==> src/tfgs_ram.sv <==
`default_nettype none
module tfgs_ram #(
    parameter int WIDTH = 32,
    parameter int DEPTH = 8
) (
    input  wire logic                           aclk,
    input  wire logic                           we,
    input  wire logic [(DEPTH>1?$clog2(DEPTH):1)-1:0] waddr,
    input  wire logic [WIDTH-1:0]               wdata,
    input  wire logic [(DEPTH>1?$clog2(DEPTH):1)-1:0] raddr,
    output logic      [WIDTH-1:0]               rdata_reg
);

    logic [WIDTH-1:0] mem_reg [DEPTH];

    always_ff @(posedge aclk) begin
        if (we) begin
            mem_reg[waddr] <= wdata;
        end
        rdata_reg <= mem_reg[raddr];
    end

endmodule
`default_nettype wire

==> config.mk <==
export PLATFORM = sky130hd
export DESIGN_NAME = tfgs_ram
export DESIGN_NICKNAME = d
export VERILOG_FILES = /design/src/tfgs_ram.sv
export SDC_FILE = /design/constraint.sdc
export NUM_CORES = 1
export LEC_CHECK = 0
export CORE_ASPECT_RATIO = 0.8
export CORE_MARGIN = 4
export CORE_UTILIZATION = 43
export DETAILED_ROUTE_END_ITERATION = 10
export DONT_BUFFER_PORTS = 1
export PLACE_DENSITY_LB_ADDON = 0.15
export SLEW_MARGIN = 25
export SYNTH_ARGS = -nofsm -noshare
export SYNTH_HDL_FRONTEND = slang
export SYNTH_SLANG_ARGS = --single-unit
==> constraint.sdc <==
create_clock -name aclk -period 9.3 [get_ports aclk]
set_input_delay 0.93 -clock aclk [delete_from_list [all_inputs] [get_ports aclk]]
set_output_delay 0.93 -clock aclk [all_outputs]
set_load 0.005 [all_outputs]
==> impl_metrics.yaml <==
clock_tree:
  cts_hold_repair.buffers: 0
  post_cts_buffers: 0
  insertion_delay_ps: 540
  cts_tree: "built"
  ctsResizeCount: 0
  clock-sinks: 288
  cts.path.max_buffers: 3
  clockRootBuffer: "clkbuf_16"
  path_clk_slew_ps: 70
  htree_num_levels: 1
  cts_made_buffers: 28
min_path:
  worstHoldPathType: "primary input to flip-flop"
logic_synthesis:
  synth-adder-area-share_pct: 0
  synth_common_cells: "edfxtp_1, mux4_1, dfxtp_1, mux2_2, mux4_2"
  synth_top_area_share_pct: 73.4
  syn_inst: 415
  syn_area_per_cell_sq_um: 25.2
  synth_area_leaders: "edfxtp_1, mux4_1, dfxtp_1, mux4_2, mux2_2"
  yosys.area_share.xor_xnor_pct: 0
  mappedNetlistNets: 455
  yosysUniqueCellTypes: 13
  yosys.area_share.simple_pct: 0.562
  yosysMostFrequentCell: "edfxtp_1"
  ys.flop_type: "edfxtp_1"
  ys_warn_count: 0
  ys_seq_area_share_pct: 79.6
  synth_top_area_cell: "edfxtp_1"
  synth-seq-cells: 288
  async_flop_share_pct: 0
  synth_edf_count: 256
  synthesis.area_sq_um: 10500
  synth_compound_area_share_pct: 0
  synth_top_family_by_area: "multiplexers"
  synth_mux_area_share_pct: 18.6
worst_setup_path:
  path_class: "primary input to flip-flop"
  crit_chain: "nand2b_1, nor2_4, buf_4"
  worstSetupEndpoint: "mem_reg[1][18]"
  crit_family: "simple AND/OR/NAND/NOR gates"
  reg2reg_slack_ps: 7980
  startpoint: "waddr[2]"
  reg2reg_from: "mem_reg[6][7]"
  path_max_fanout: 21
  cp.arrival_ps: 2130
  critPathLaunchType: "primary input"
  critical_path_depth: 3
  critPathBufInv: 1
  cp_data_required_time_ps: 9490
  worstReg2RegEnd: "rdata_reg[7]"
  cp-end-kind: "flip-flop"
  ff2ff_path_depth: 2
  slowest_stage: "nor2_4"
  max_stage_delay_ps: 450
grt:
  grt_pass1_vias: 4599
  grt_pass1_wl_um: 28900
  antenna_found_initial: 0
  track_usage_pct: 14.1
  grt_max_degree: 65
  grt_overflow_total: 0
die:
  die_h_um: 148
  row_count: 50
  dieWidth_um: 182
  initial_utilization_pct: 44.3
  coreArea_sq_um: 23600
  die-area_sq_um: 26900
  ios: 72
placement:
  gp_congestion: 0.659
  dp_hpwl_um: 10900
  portBuffers: 0
timing:
  fin_skew_ps: 11.9
  fin_crit_sh_pct: 20.9
  setup_tns_ps: 0
  fmax_mhz: 515
  setup_viol: 0
  relSlewSlack_pct: 57.5
  drv_slew: 0
  rsz0062_at_grt: "no"
  tightest_slew_ps: 635
  hold_violations: 0
  min_period_ps: 1940
route:
  drtPass1Iterations: 4
  drt_iter0_drc: 317
  wire_per_inst_um: 24.2
  ant_nets: 0
  vias: 4181
  remaining_drc_errors: 0
  viasPerCell: 5.41
  totalWireLength_um: 18700
power:
  irDropWorstVdd_mv: 0.121
  p_leak_nw: 3.89
  power.density_nw_per_um2: 226
cells_and_area:
  layout.nets: 479
  drive_gt1_share_pct: 26.5
  diodes: 0
  largest_register_ffs: 256
  fill_cells: 1821
  final_core_util_pct: 50.5
  area_growth_pct: 14.0
job:
  maxCapViolations: 0
status:
  outcome: "finished clean"
where the power goes:
| group | internal, W | switching (W) |
|---|---|---|
| clock network | 0.000679 | 0.000458 |
| registers | 0.00146 | 0.0000153 |
| logic | 0.0000504 | 0.0000296 |
| total | 0.00219 | 0.000502 |
area by class of cell:
class                   instances  area, sq um  share of cell area (%)
multi-input cells             109         2070                    17.3
repair buffers                 12          203                    1.70
clock inverters                14          161                    1.35
well taps                     312          390                    3.27
clock buffers                  38          788                    6.60
flip-flops and latches        288         8330                    69.8
layout by cell type, fill, tap and decap left out:
master	count
clkinv_2	7
buf_12	1
dfxtp_1	32
mux4_2	24
inv_6	1
clkinvlp_4	1
clkinv_8	1
clkinv_1	1
nand2_1	2
buf_16	5
mux2_2	32
nor3_2	2
edfxtp_1	256
nor2_4	6
clkbuf_16	28
buf_4	6
bufinv_16	3
clkbuf_8	5
clkbuf_1	5
nand2b_1	3
mux4_1	40
logic make-up after synthesis:
family	Yosys count
buffers and inverters	18
multiplexers	96
AND/OR/NAND/NOR	13
flip-flops	288
stage by stage:
step | total power (W) | cells | instance area (sq um) | hold WS [ps] | setup WS [ps]
after CTS | 0.00273 | 773 | 11900 | 455 | 7260
after floorplan | 0.00157 | 415 | 10500 | 641 | 5520
after global routing | 0.00279 | 773 | 11900 | 453 | 7240
final | 0.00269 | 773 | 11900 | 484 | 7360
after global placement | 0.00158 | 715 | 10800 | 655 | 6690
after detailed placement | 0.00159 | 721 | 11000 | 656 | 6700
layer usage:
metal | GRT usage [%] | up-vias | routed length [um]
met1 | 18.9 | 2236 | 7940
met5 | 0 | - | 0
met4 | 2.85 | 0 | 282
met2 | 23.6 | 86 | 9380
met3 | 3.62 | 27 | 1110
li1 | - | 1832 | -
worst min path at each step:
| stage | from | to | slack [ps] | cells past startpoint |
|---|---|---|---|---|
| floorplan | mem_reg[7][11] | rdata_reg[11] | 640 | 2 |
| global placement | mem_reg[5][19] | rdata_reg[19] | 660 | 2 |
| detailed placement | mem_reg[0][20] | rdata_reg[20] | 660 | 2 |
| CTS | wdata[29] | mem_reg[0][29] | 450 | 0 |
| global route | wdata[30] | mem_reg[4][30] | 450 | 0 |
| finish | wdata[29] | mem_reg[0][29] | 480 | 0 |
Note: power is estimated with default switching activity, not from simulation.
