<file path="src/tfgs_pkg.sv">
`default_nettype none
package tfgs_pkg;

    localparam int TIME_W = 40;
    localparam int FREQ_W = 32;
    localparam int CFG_IDX_W = 4;
    localparam int CFG_DATA_W = 39;
    localparam int ITER_W = 6;
    localparam int NOTE_LOW = 0;

    localparam logic OP_SNAP = 1'b0;
    localparam logic OP_WRITE = 1'b1;

    localparam logic [1:0] SRC_NONE = 2'd0;
    localparam logic [1:0] SRC_NOTE = 2'd1;
    localparam logic [1:0] SRC_HARMONIC = 2'd2;
    localparam logic [1:0] SRC_CUSTOM = 2'd3;

    localparam logic [1:0] TIMING_OFF = 2'd0;
    localparam logic [1:0] TIMING_INTERVAL = 2'd1;
    localparam logic [1:0] TIMING_TEMPO = 2'd2;

    localparam logic [CFG_IDX_W-1:0] REG_FREQUENCY_ENABLES = 4'd0;
    localparam logic [CFG_IDX_W-1:0] REG_REFERENCE_PITCH = 4'd1;
    localparam logic [CFG_IDX_W-1:0] REG_HARMONIC_FUNDAMENTAL = 4'd2;
    localparam logic [CFG_IDX_W-1:0] REG_CUSTOM_COUNT = 4'd3;
    localparam logic [CFG_IDX_W-1:0] REG_TIMING_MODE = 4'd4;
    localparam logic [CFG_IDX_W-1:0] REG_INTERVAL_LENGTH = 4'd5;
    localparam logic [CFG_IDX_W-1:0] REG_TEMPO_BPM = 4'd6;
    localparam logic [CFG_IDX_W-1:0] REG_BEAT_FRACTION = 4'd7;

    typedef struct packed {
        logic start;
        logic [ITER_W-1:0] iters;
    } div_ctl_t;

    typedef struct packed {
        logic busy;
        logic done;
    } div_sts_t;

    function automatic logic [24:0] pow24(input logic [4:0] idx);
        logic [24:0] v;
        case (idx)
            5'd0: v = 25'd16777216;
            5'd1: v = 25'd17268826;
            5'd2: v = 25'd17774841;
            5'd3: v = 25'd18295684;
            5'd4: v = 25'd18831788;
            5'd5: v = 25'd19383602;
            5'd6: v = 25'd19951585;
            5'd7: v = 25'd20536211;
            5'd8: v = 25'd21137968;
            5'd9: v = 25'd21757357;
            5'd10: v = 25'd22394897;
            5'd11: v = 25'd23051117;
            5'd12: v = 25'd23726566;
            5'd13: v = 25'd24421808;
            5'd14: v = 25'd25137421;
            5'd15: v = 25'd25874004;
            5'd16: v = 25'd26632170;
            5'd17: v = 25'd27412552;
            5'd18: v = 25'd28215802;
            5'd19: v = 25'd29042588;
            5'd20: v = 25'd29893600;
            5'd21: v = 25'd30769550;
            5'd22: v = 25'd31671166;
            5'd23: v = 25'd32599202;
            default: v = 25'd16777216;
        endcase
        return v;
    endfunction

endpackage
`default_nettype wire

</file>
<file path="src/tfgs_scale.sv">
`default_nettype none
module tfgs_scale (
    input  wire logic        aclk,
    input  wire logic [31:0] ref_pitch,
    input  wire logic [8:0]  biased,
    output logic      [56:0] prod_reg,
    output logic      [4:0]  shift_reg
);

    logic [16:0] recip;
    logic [4:0] octave;
    logic [8:0] rem9;
    logic [4:0] idx;

    assign recip = 17'(biased) * 17'd171;
    assign octave = recip[16:12];
    assign rem9 = biased - (9'(octave) * 9'd24);
    assign idx = rem9[4:0];

    always_ff @(posedge aclk) begin
        prod_reg <= 57'(ref_pitch) * 57'(tfgs_pkg::pow24(idx));
        shift_reg <= 5'd30 - octave;
    end

endmodule
`default_nettype wire

</file>
<file path="config.mk">
export PLATFORM = sky130hd
export DESIGN_NAME = tfgs_scale
export DESIGN_NICKNAME = d
export VERILOG_FILES = /design/src/tfgs_pkg.sv /design/src/tfgs_scale.sv
export SDC_FILE = /design/constraint.sdc
export NUM_CORES = 2
export LEC_CHECK = 0
export BUFFER_PORTS_ARGS = -buffer_cell sky130_fd_sc_hd__buf_4
export CAP_MARGIN = 20
export CELL_PAD_IN_SITES_DETAIL_PLACEMENT = 1
export CELL_PAD_IN_SITES_GLOBAL_PLACEMENT = 1
export CORE_MARGIN = 8
export CORE_UTILIZATION = 30
export CTS_BUF_LIST = sky130_fd_sc_hd__clkbuf_4 sky130_fd_sc_hd__clkbuf_8
export CTS_CLUSTER_SIZE = 14
export DETAILED_ROUTE_END_ITERATION = 8
export PLACE_DENSITY = 0.52
export SETUP_SLACK_MARGIN = 0.05
export SYNTH_ARGS = -nofsm -noshare
export SYNTH_HDL_FRONTEND = slang
export SYNTH_SLANG_ARGS = --single-unit
</file>
<file path="constraint.sdc">
create_clock -name aclk -period 17.2 [get_ports aclk]
set_input_delay 1.72 -clock aclk [delete_from_list [all_inputs] [get_ports aclk]]
set_output_delay 1.72 -clock aclk [all_outputs]
set_load 0.01 [all_outputs]
</file>
==> flow_summary.toml <==
[run_status]
status = "completed"

[synthesis]
syn_area_per_cell_um2 = 8.82
syn_nets = 4297
synth_flop_cell = "dfxtp_1"
synth_edf_count = 0
ys_warn_count = 0
yosysSeqAreaShare_pct = 4.26
synth_area_um2 = 29200
synth-async-reset-ratio_pct = 0
yosys-top-cells-area = "fa_1, inv_1, ha_1"
synth_seq_cells = 62
netlist_instances = 3307
synth_top_cell_area_share_pct = 48.2
yosys.area.top_type = "fa_1"
synthDistinctLibCells = 66

[worst_setup_path]
cp.depth = 44
crit_buf_inv = 10
path_class = "input port to flop"
cp-start-kind = "input port"
crit_required_ns = 17.58
cp_slowest_cell = "a211oi_4"
path_common_cell = "fa_1"
critPathTopFamily = "adder cells"
worstSetupEndpointType = "flop"
slowest_delay_ns = 0.78
path_max_fanout = 48
cp.arrival_ns = 14.96

[clock_network]
cts_tree = "built"
cts_setup_buffers = 0
htree_levels = 3
hold_buffers = 0
clkSinkCount = 62
cts_max_path_buffers = 2
cts_root_buf = "clkbuf_8"
numCtsBuffers = 9
cts_resized = 0
clk_pin_slew_ns = 0.11

[timing]
worst-slew-pin-transition_ns = 1.14
slew_violations = 0
setup_violations = 0
holdWs_ns = 1.72
hold_viol_final = 0
tns_ns = 0
fin_crit_ns = 14.58
clock.fmax_mhz = 68.6
setup_slack_ns = 2.62
relSlewSlack_pct = 23.7
fin_crit_sh_pct = 84.8
rsz0062_at_grt = "no"

[die]
dieArea_um2 = 107000
core_area_um2 = 96600
ios = 104
start_util_pct = 30.2
die_width_um = 328
die_y_um = 328
rows = 114

[layout]
area_delta_synth_final_pct = 8.28
instances_no_fill = 4571
fillerInstances = 11300
drive_above_1_share_pct = 5.76
nets = 4269
largest_reg_flops = 57

[global_routing]
track_usage_pct = 19.6
use_met2_pct = 33.7
antenna_found_initial = 6
grt_start_max_net_pins = 49
grt_pass1_wl_mm = 158
gr-total-overflow = 0
grt-busiest-layer = "met2"
grtUsageMet3_pct = 3.67
grt_pass1_vias = 24700
gr-usage-met1_pct = 24.9

[placed_design]
port_buffers = 103
placed_cells = 4543
dp_hpwl_mm = 78.0
gp_congestion = 0.823
post-place-ws_ns = 1.75

[route]
routed_wl_mm = 102
initialDrtViolationCount = 889
first_pass_iters = 5
drc = 0
drtAntennaViolNets = 0
num_vias = 21400
viasPerCell = 4.67
drt-wirelength-per-cell_um = 22.3

[worst_hold_path]
hold_class = "input port to flop"
hold_depth = 2

[job]
drv_cap = 0
==> per-layer routing <==
| layer | part of all wire (%) | vias to the layer above |
|---|---|---|
| met1 | 44 | 11200 |
| met5 | 0 | - |
| met2 | 49 | 395 |
| met4 | 3.1 | 0 |
| li1 | - | 9634 |
| met3 | 4.4 | 131 |
==> placed cells by master, fill, tap and decap left out, drive strengths merged, types with 3 or more instances in the layout <==
cell type,count
a21oi,80
o41ai,3
dfxtp,62
nor4,5
a21o,36
buf,136
fa,702
clkinv,4
nor3,23
and3,3
o31ai,3
o21bai,10
o31a,3
o32ai,3
ha,246
o22ai,4
nor2b,39
nand3,18
a31o,4
a221oi,6
o21ai,55
nor2,83
inv,824
nand4,14
nand2b,7
nand2,439
o21a,7
a31oi,18
a211oi,4
o211ai,5
clkbuf,10
xnor2,42
and2,322
diode,11
xor2,22
==> final cells by class <==
cell class / instances / area (µm²) / area share (%)
repair buffers: 137 / 1040 / 3.30
inverters: 824 / 3090 / 9.80
clock buffers: 9 / 124 / 0.392
diodes: 11 / 27.5 / 0.0872
flip-flops and latches: 62 / 1240 / 3.93
multi-input cells: 2245 / 24400 / 77.2
well taps: 1276 / 1600 / 5.06
clock inverters: 7 / 65.1 / 0.206
==> metrics by stage <==
stage	cell area (µm²)	utilization, %
global route	31500	32.7
global placement	31300	32.4
finish	31600	32.7
floorplan	29200	-
detailed placement	31300	32.5
CTS	31500	32.7
==> cell usage after synthesis (3+ instances only) <==
master    number
inv_1        824
fa_1         702
nand2_1      439
and2_1       322
ha_1         246
clkbuf_1     169
nor2_1        83
a21oi_1       80
dfxtp_1       62
o21ai_0       51
xnor2_1       42
nor2b_1       39
a21o_1        35
nor3_1        23
xor2_1        22
nand3_1       18
a31oi_1       16
nand4_1       14
o21bai_1      10
nand2b_1       7
o21a_1         7
a221oi_1       6
nor4_1         5
o211ai_1       5
a211oi_1       4
buf_1          4
o21ai_1        4
o22ai_1        4
a31o_2         3
and3_1         3
buf_2          3
o31a_1         3
o31ai_1        3
o32ai_1        3
o41ai_1        3
==> cell families after synthesis <==
logic type | synth area share [%]
AOI/OAI and AO/OA | 5.85
xor gates and xnor gates | 1.92
adders and majority gates | 58.8
buffers and inverters | 12.9
DFF | 4.26
muxes | 0.300
and+or+nand+nor | 16.0
==> worst paths after layout <==
path | slack (ns) | endpoint | from
worst min-delay path | 1.72 | prod_reg[0] | ref_pitch[0]
worst max-delay path | 2.62 | prod_reg[56] | biased[2]
Power is left out: the tool's default activity adds up to more than one toggle a clock period on the data nets, which glitch-free logic cannot reach.
