[config.mk]
export PLATFORM = sky130hd
export DESIGN_NAME = tfgs_div
export DESIGN_NICKNAME = d
export VERILOG_FILES = /design/src/tfgs_pkg.sv /design/src/tfgs_div.sv
export SDC_FILE = /design/constraint.sdc
export NUM_CORES = 1
export LEC_CHECK = 0
export ABC_AREA = 0
export BUFFER_PORTS_ARGS = -buffer_cell sky130_fd_sc_hd__buf_2
export CORE_MARGIN = 2
export CORE_UTILIZATION = 25
export CTS_CLUSTER_SIZE = 10
export DETAILED_ROUTE_END_ITERATION = 16
export GPL_ROUTABILITY_DRIVEN = 0
export GPL_TIMING_DRIVEN = 0
export PLACE_DENSITY = 0.53
export SETUP_SLACK_MARGIN = 0.1
export SYNTH_ARGS = -nofsm -noshare
export SYNTH_HDL_FRONTEND = slang
export SYNTH_SLANG_ARGS = --single-unit
[constraint.sdc]
create_clock -name aclk -period 2.9 [get_ports aclk]
set_input_delay 0.58 -clock aclk [delete_from_list [all_inputs] [get_ports aclk]]
set_output_delay 0.58 -clock aclk [all_outputs]
set_load 0.01 [all_outputs]
[src/tfgs_pkg.sv]
`default_nettype none
package tfgs_pkg;

    localparam int TIME_W = 40;
    localparam int FREQ_W = 32;
    localparam int CFG_IDX_W = 4;
    localparam int CFG_DATA_W = 39;
    localparam int ITER_W = 6;
    localparam int NOTE_LOW = 0;

    localparam logic OP_SNAP = 1'b0;
    localparam logic OP_WRITE = 1'b1;

    localparam logic [1:0] SRC_NONE = 2'd0;
    localparam logic [1:0] SRC_NOTE = 2'd1;
    localparam logic [1:0] SRC_HARMONIC = 2'd2;
    localparam logic [1:0] SRC_CUSTOM = 2'd3;

    localparam logic [1:0] TIMING_OFF = 2'd0;
    localparam logic [1:0] TIMING_INTERVAL = 2'd1;
    localparam logic [1:0] TIMING_TEMPO = 2'd2;

    localparam logic [CFG_IDX_W-1:0] REG_FREQUENCY_ENABLES = 4'd0;
    localparam logic [CFG_IDX_W-1:0] REG_REFERENCE_PITCH = 4'd1;
    localparam logic [CFG_IDX_W-1:0] REG_HARMONIC_FUNDAMENTAL = 4'd2;
    localparam logic [CFG_IDX_W-1:0] REG_CUSTOM_COUNT = 4'd3;
    localparam logic [CFG_IDX_W-1:0] REG_TIMING_MODE = 4'd4;
    localparam logic [CFG_IDX_W-1:0] REG_INTERVAL_LENGTH = 4'd5;
    localparam logic [CFG_IDX_W-1:0] REG_TEMPO_BPM = 4'd6;
    localparam logic [CFG_IDX_W-1:0] REG_BEAT_FRACTION = 4'd7;

    typedef struct packed {
        logic start;
        logic [ITER_W-1:0] iters;
    } div_ctl_t;

    typedef struct packed {
        logic busy;
        logic done;
    } div_sts_t;

    function automatic logic [24:0] pow24(input logic [4:0] idx);
        logic [24:0] v;
        case (idx)
            5'd0: v = 25'd16777216;
            5'd1: v = 25'd17268826;
            5'd2: v = 25'd17774841;
            5'd3: v = 25'd18295684;
            5'd4: v = 25'd18831788;
            5'd5: v = 25'd19383602;
            5'd6: v = 25'd19951585;
            5'd7: v = 25'd20536211;
            5'd8: v = 25'd21137968;
            5'd9: v = 25'd21757357;
            5'd10: v = 25'd22394897;
            5'd11: v = 25'd23051117;
            5'd12: v = 25'd23726566;
            5'd13: v = 25'd24421808;
            5'd14: v = 25'd25137421;
            5'd15: v = 25'd25874004;
            5'd16: v = 25'd26632170;
            5'd17: v = 25'd27412552;
            5'd18: v = 25'd28215802;
            5'd19: v = 25'd29042588;
            5'd20: v = 25'd29893600;
            5'd21: v = 25'd30769550;
            5'd22: v = 25'd31671166;
            5'd23: v = 25'd32599202;
            default: v = 25'd16777216;
        endcase
        return v;
    endfunction

endpackage
`default_nettype wire

[src/tfgs_div.sv]
`default_nettype none
module tfgs_div #(
    parameter int W = 48
) (
    input  wire logic             aclk,
    input  wire logic             aresetn,
    input  wire tfgs_pkg::div_ctl_t ctl,
    input  wire logic [W-1:0]     num,
    input  wire logic [W-1:0]     den,
    output tfgs_pkg::div_sts_t    sts,
    output logic      [W-1:0]     quo_reg,
    output logic      [W-1:0]     rem_reg
);

    logic [W-1:0] num_reg;
    logic [W-1:0] den_reg;
    logic [tfgs_pkg::ITER_W-1:0] cnt_reg;
    logic busy_reg;
    logic done_reg;
    logic [W:0] trial;
    logic ge;

    assign trial = {rem_reg, num_reg[W-1]};
    assign ge = trial >= {1'b0, den_reg};
    assign sts.busy = busy_reg;
    assign sts.done = done_reg;

    always_ff @(posedge aclk) begin
        if (!aresetn) begin
            busy_reg <= 1'b0;
            done_reg <= 1'b0;
            cnt_reg <= '0;
        end else begin
            done_reg <= 1'b0;
            if (ctl.start) begin
                busy_reg <= 1'b1;
                cnt_reg <= ctl.iters;
            end else if (busy_reg) begin
                cnt_reg <= cnt_reg - 1'b1;
                if (cnt_reg == tfgs_pkg::ITER_W'(1)) begin
                    busy_reg <= 1'b0;
                    done_reg <= 1'b1;
                end
            end
        end
    end

    always_ff @(posedge aclk) begin
        if (ctl.start) begin
            rem_reg <= '0;
            quo_reg <= '0;
            num_reg <= num;
            den_reg <= den;
        end else if (busy_reg) begin
            rem_reg <= ge ? W'(trial - {1'b0, den_reg}) : trial[W-1:0];
            quo_reg <= {quo_reg[W-2:0], ge};
            num_reg <= num_reg << 1;
        end
    end

`ifndef NO_ASSERTIONS
    a_start_idle: assert property (@(posedge aclk) disable iff (!aresetn)
        ctl.start |-> !busy_reg)
        else $error("divider restarted while busy");
    a_done_after_busy: assert property (@(posedge aclk) disable iff (!aresetn)
        done_reg |-> $past(busy_reg))
        else $error("divider done without a running division");
    a_done_ends_busy: assert property (@(posedge aclk) disable iff (!aresetn)
        done_reg |-> !busy_reg)
        else $error("divider done while still busy");
`endif

endmodule
`default_nettype wire

==> results of run 1 <==
-- final timing paths --
path              cells after the start          end  slack [ps]   startpoint
setup / recovery                     14   rem_reg[7]        -150  den_reg[15]
hold / removal                        1   den_reg[4]         280       den[4]
setup reg to reg                     14   rem_reg[7]        -150  den_reg[15]
hold reg to reg                       2  rem_reg[21]         500  rem_reg[21]
-- layout make-up --
class | count | share of cell area
inverter | 68 | 0.0170
sequential | 200 | 0.331
buffer | 57 | 0.0259
clock buffer | 20 | 0.0318
tap | 585 | 0.0486
antenna | 2 | 0.000333
clock inverter | 12 | 0.00798
multi-input combinational | 790 | 0.422
timing repair buffer | 269 | 0.115
-- report_power, final --
part	leakage, nW	total (mW)	switching, mW	internal [mW]
registers	1.81	3.32	0.141	3.18
clock network	0.299	2.46	1.22	1.24
logic	4.20	2.44	1.32	1.12
-- worst max-delay path, stage by stage (launching register included) --
cell	delay, ps
edfxtp_1	340
inv_2	50
ha_4	260
buf_6	100
nand4_1	140
nor3_2	260
nand4_1	230
nor4_4	400
nor4b_4	100
a21oi_4	250
or2_4	200
buf_8	150
buf_16	130
nand2_2	40
a311oi_1	290
-- layer usage --
metal,GRT usage,part of all wire,routed length (um)
met1,0.196,0.44,15400
met3,0.0436,0.062,2200
met5,0,0.0017,59
met4,0.0678,0.034,1190
met2,0.248,0.47,16400
-- synth_stat cells, drive strengths merged (6+ instances only) --
| master | number |
|---|---|
| o21ai | 43 |
| edfxtp | 96 |
| nor3 | 15 |
| xnor2 | 26 |
| nand2b | 9 |
| and2 | 7 |
| mux2 | 47 |
| xor2 | 15 |
| a311oi | 37 |
| buf | 24 |
| nand2 | 121 |
| dfxtp | 104 |
| nand3 | 17 |
| a31oi | 10 |
| a21oi | 66 |
| nand4 | 15 |
| nor2 | 140 |
| o211ai | 6 |
| clkbuf | 44 |
| o21a | 8 |
| mux2i | 49 |
| a211oi | 9 |
| a21o | 22 |
| o21bai | 11 |
| inv | 67 |
| and3 | 7 |
| ha | 50 |
-- stage by stage --
| stage | setup WS [ps] | util |
|---|---|---|
| CTS | -73.6 | 0.339 |
| global placement | -1840 | 0.294 |
| finish | -149 | 0.351 |
| floorplan | 108 | - |
| global route | -225 | 0.351 |
| detailed placement | -1040 | 0.294 |
-- timing repair --
item                                   4_1_cts  5_1_grt
pin swaps                                   67       48
endpoints found under the hold margin        0        0
resized for setup                          187       99
buffers inserted                            45       14
setup endpoints to repair                  163       64
cloned                                       9        0
-- cells by family (layout without fill, tap and decap cells) --
family          Yosys count  in the layout  share of synthesized area
mux                      96             96                     0.0943
simple gates            359            360                      0.148
flops                   200            200                      0.459
compound gates          242            242                      0.153
other cells               0              2                          0
fa+ha+maj                51             51                     0.0597
buf+inv                 136            426                     0.0525
xor+xnor                 41             41                     0.0332
-- layout by cell type (no fill, tap or decap), types with 30 or more instances in the layout --
cell and count:
a21oi_1 51, buf_2 202, buf_4 50, clkbuf_1 30
dfxtp_1 91, edfxtp_1 96, inv_1 60, mux2_2 47
mux2i_1 49, nand2_1 75, nand2_2 33, nor2_1 136
==> qor.txt, run 1 <==
critical path class: reg -> reg
Hold Path Class: in -> reg
Worst Tran Pin Value: 927 ps
global-route wire length before repair: 53.5 mm
RSZ-0062 raised after global routing: true
Rel. slew slack: 0.382
Avg Cell Area, Syn: 9.61 um^2
register area: 4980 um^2
Synth area leader: edfxtp_1
die area: 44900 um^2
nets: 1559
endpoint arrival time on the critical path: 3410 ps
CTS tree: done
Via-to-Cell Ratio: 4.70
TritonCTS Buffers: 17
1st-iter DRT viols: 659
ratio of cells with drive above 1 in the final layout: 0.401
Die Y: 212 um
crit path launch type: flop
wire length per cell: 17.6 um
drt drc: 0
Cell Count, Final, Fillers Out: 2003
I/O pin count: 203
DP Cell Count: 1913
Post-synth EDFFs: 96
post-synthesis sequential area ratio: 0.459
initial antenna violation count: 8
Sum Neg Setup Slack: -4140 ps
count of cell types in the netlist: 73
WP data required: 3260 ps
total power: 8.22 mW
hold slack final: 275 ps
Finished Cell Area: 15000 um^2
net count after synthesis: 1281
Sink Count: 200
GRT Total Usage: 0.156
Syn Std Cell Area: 10800 um^2
failing checks: setup timing
Root Buffer: clkbuf_16
Core Area: 42900 um^2
Synth Register Bits: 200
GRT overflow: 0
area of the multi-input gates: 6350 um^2
most area-consuming cells after synthesis: edfxtp_1, dfxtp_1, ha_1
VDD IR-drop max: 0.428 mV
initial core utilization: 0.252
# H-tree levels: 4
vias in the first global route: 9418
I/O Buffers: 202
vias: 9420
clk_skew: 15.4 ps
area share of the largest cell type after synthesis: 0.267
f_max: 328 MHz
Routed Antenna Nets: 0
Final HPWL DP: 25.1 mm
slack of the critical path: -149 ps
die width: 212 um
Cell Rows: 76
Placed Instance Area: 12600 um^2
Final period util: 1.05
pin count of the biggest net entering global routing: 50
max-slew violation count: 0
fill cell count: 4391
Lkg Pwr: 6.30 nW
critical path peak fanout: 5
Max Root-Sink Buffers: 2
Final setup viols: 48
Cells after Synth: 1125
Layout area overhead: 39.1%
status: finished with violations
warnings from Yosys: 0
Critical Path Sink Type: flop
final wirelength: 35.3 mm
Max Cap Viol: 0
prevailing post-synth register cell: dfxtp_1
CTS Hold Bufs: 0
Clock transition at path regs: 80 ps
power density cells: 546 nW/um^2
endpoints failing hold: 0
First-pass DRT Iterations: 5
Tmin final: 3050 ps
ys async rst share: 0
worst-skew pair later-pin latency: 470 ps
Power figures use the tool's default switching activity.
==> inputs of run 2 (changes only) <==
--- a/config.mk
+++ b/config.mk
@@ -13,7 +13,7 @@
 export DETAILED_ROUTE_END_ITERATION = 16
 export GPL_ROUTABILITY_DRIVEN = 0
 export GPL_TIMING_DRIVEN = 0
-export PLACE_DENSITY = 0.53
+export PLACE_DENSITY = 0.51
 export SETUP_SLACK_MARGIN = 0.1
 export SYNTH_ARGS = -nofsm -noshare
 export SYNTH_HDL_FRONTEND = slang
==> run 2 against run 1 <==
  * The run still ends with setup timing left
  * Die area is the same
  * Routed wire length decreased by 0.87%
  * Via count fell by 0.61%
  * Largest power group unchanged
  * Non-clock buffer count shrank 8
  * Largest cell class unchanged
  * Count of clock-buffer cells in the layout down 2
  * Sequential share of layout area is 0.65 points higher
  * Global-route usage rose by 0.30 points
  * Clock power is 4% lower
  * Critical path depth grew 1
  * Power down 2.5%
==> qor.txt, run 2 (same netlist as run 1, synthesis figures left out) <==
status: finished with violations
failing checks: setup timing
initial core utilization: 0.252
Hold Path Class: in -> reg
Worst Tran Pin Value: 1020 ps
vias in the first global route: 9180
Rel. slew slack: 0.318
cell family with most CP delay: simple AND/OR/NAND/NOR gates
Core Area: 42900 um^2
commonest non-fill, non-tap cells in the layout: buf_2, nor2_1, edfxtp_1
power density cells: 544 nW/um^2
Cell Rows: 76
Lkg Pwr: 6.14 nW
die area: 44900 um^2
Final period util: 1.07
clk_skew: 14.7 ps
critical path peak fanout: 5
Max Root-Sink Buffers: 2
ratio of cells with drive above 1 in the final layout: 0.379
r2r setup slk: -210 ps
R2R depth: 15
# H-tree levels: 4
Routed Antenna Nets: 0
buffer and inverter count on the worst path: 5
final wirelength: 35.0 mm
First-pass DRT Iterations: 4
Root Buffer: clkbuf_16
hold slack final: 255 ps
Critical Path Sink Type: flop
Die Y: 212 um
wire length per cell: 17.5 um
endpoint arrival time on the critical path: 3500 ps
initial antenna violation count: 7
Layout area overhead: 36.4%
Clock transition at path regs: 80 ps
1st-iter DRT viols: 475
TritonCTS Buffers: 17
RSZ-0062 raised after global routing: true
drt drc: 0
nets: 1551
Cell Count, Final, Fillers Out: 1994
Via-to-Cell Ratio: 4.70
Final HPWL DP: 25.2 mm
f_max: 322 MHz
pin count of the biggest net entering global routing: 50
fill cell count: 4481
WP data required: 3290 ps
area of the multi-input gates: 6170 um^2
worst-skew pair later-pin latency: 500 ps
Max Cap Viol: 0
GRT overflow: 0
critical path class: reg -> reg
I/O Buffers: 202
register area: 4980 um^2
crit path cell chain: inv_2, ha_4, buf_6, nand4_1, nor3_2, nand4_1, nor4_4, nor4b_4, a21oi_4, or2_4, buf_8, buf_6, buf_8, nand2_2, a311oi_2
endpoints failing hold: 0
crit path launch type: flop
Sink Count: 200
DP Worst Slack: -1150 ps
commonest non-fill, non-tap cell in the layout: buf_2
VDD IR-drop max: 0.486 mV
GRT Total Usage: 0.159
CTS Hold Bufs: 0
max incr delay on CP: 380 ps
Tmin final: 3110 ps
Sum Neg Setup Slack: -5380 ps
I/O pin count: 203
slack of the critical path: -207 ps
die width: 212 um
slowest CP cell: nor4_4
Critical Path Stages: 15
max-slew violation count: 0
CTS tree: done
DP Cell Count: 1913
Final setup viols: 45
global-route wire length before repair: 53.6 mm
WHS Path Cells: 1
vias: 9363
-- run 2: worst register-to-register path: stages, from the launching register on --
cell	delay, ps
edfxtp_1	360
inv_2	50
ha_4	250
buf_6	90
nand4_1	150
nor3_2	270
nand4_1	250
nor4_4	380
nor4b_4	80
a21oi_4	260
or2_4	190
buf_8	120
buf_6	100
buf_8	110
nand2_2	60
a311oi_2	280
-- run 2: per-stage QoR --
step	area (um^2)	power (mW)	utilization
2_1_floorplan	10900	4.52	-
3_3_place_gp	12600	5.06	0.294
3_5_place_dp	12600	5.07	0.294
4_1_cts	14400	8.00	0.336
5_1_grt	14700	8.47	0.344
6_report	14700	8.02	0.344
-- run 2: what timing repair did --
action / 4_1_cts / 5_1_grt
pin swaps: 61 / 36
setup endpoints to repair: 170 / 93
endpoints found under the hold margin: 0 / 0
gates cloned: 10 / 0
resized for setup: 180 / 66
setup buffers: 39 / 12
-- run 2: final timing paths --
kind | startpoint | to
setup reg to reg | den_reg[17] | rem_reg[6]
hold / removal | den[4] | den_reg[4]
hold reg to reg | quo_reg[47] | quo_reg[47]
setup / recovery | den_reg[17] | rem_reg[6]
-- run 2: area by class of cell --
cell class | count | share of cell area
clock inverter | 14 | 0.00899
buffer | 58 | 0.0256
multi-input combinational | 790 | 0.418
clock buffer | 18 | 0.0291
timing repair buffer | 260 | 0.113
antenna | 1 | 0.000170
sequential | 200 | 0.338
tap | 585 | 0.0496
inverter | 68 | 0.0173
-- run 2: per-layer routing --
| layer | wire (um) | part of all wire | GRT usage |
|---|---|---|---|
| met4 | 571 | 0.016 | 0.0515 |
| met3 | 2390 | 0.068 | 0.0585 |
| met2 | 16400 | 0.47 | 0.247 |
| met5 | 84 | 0.0024 | 0 |
| met1 | 15500 | 0.44 | 0.203 |
-- run 2: power breakdown --
group          internal [mW]  switching [mW]  total (mW)
sequential              3.18           0.141        3.32
clock                   1.14            1.24        2.37
combinational           1.07            1.26        2.33
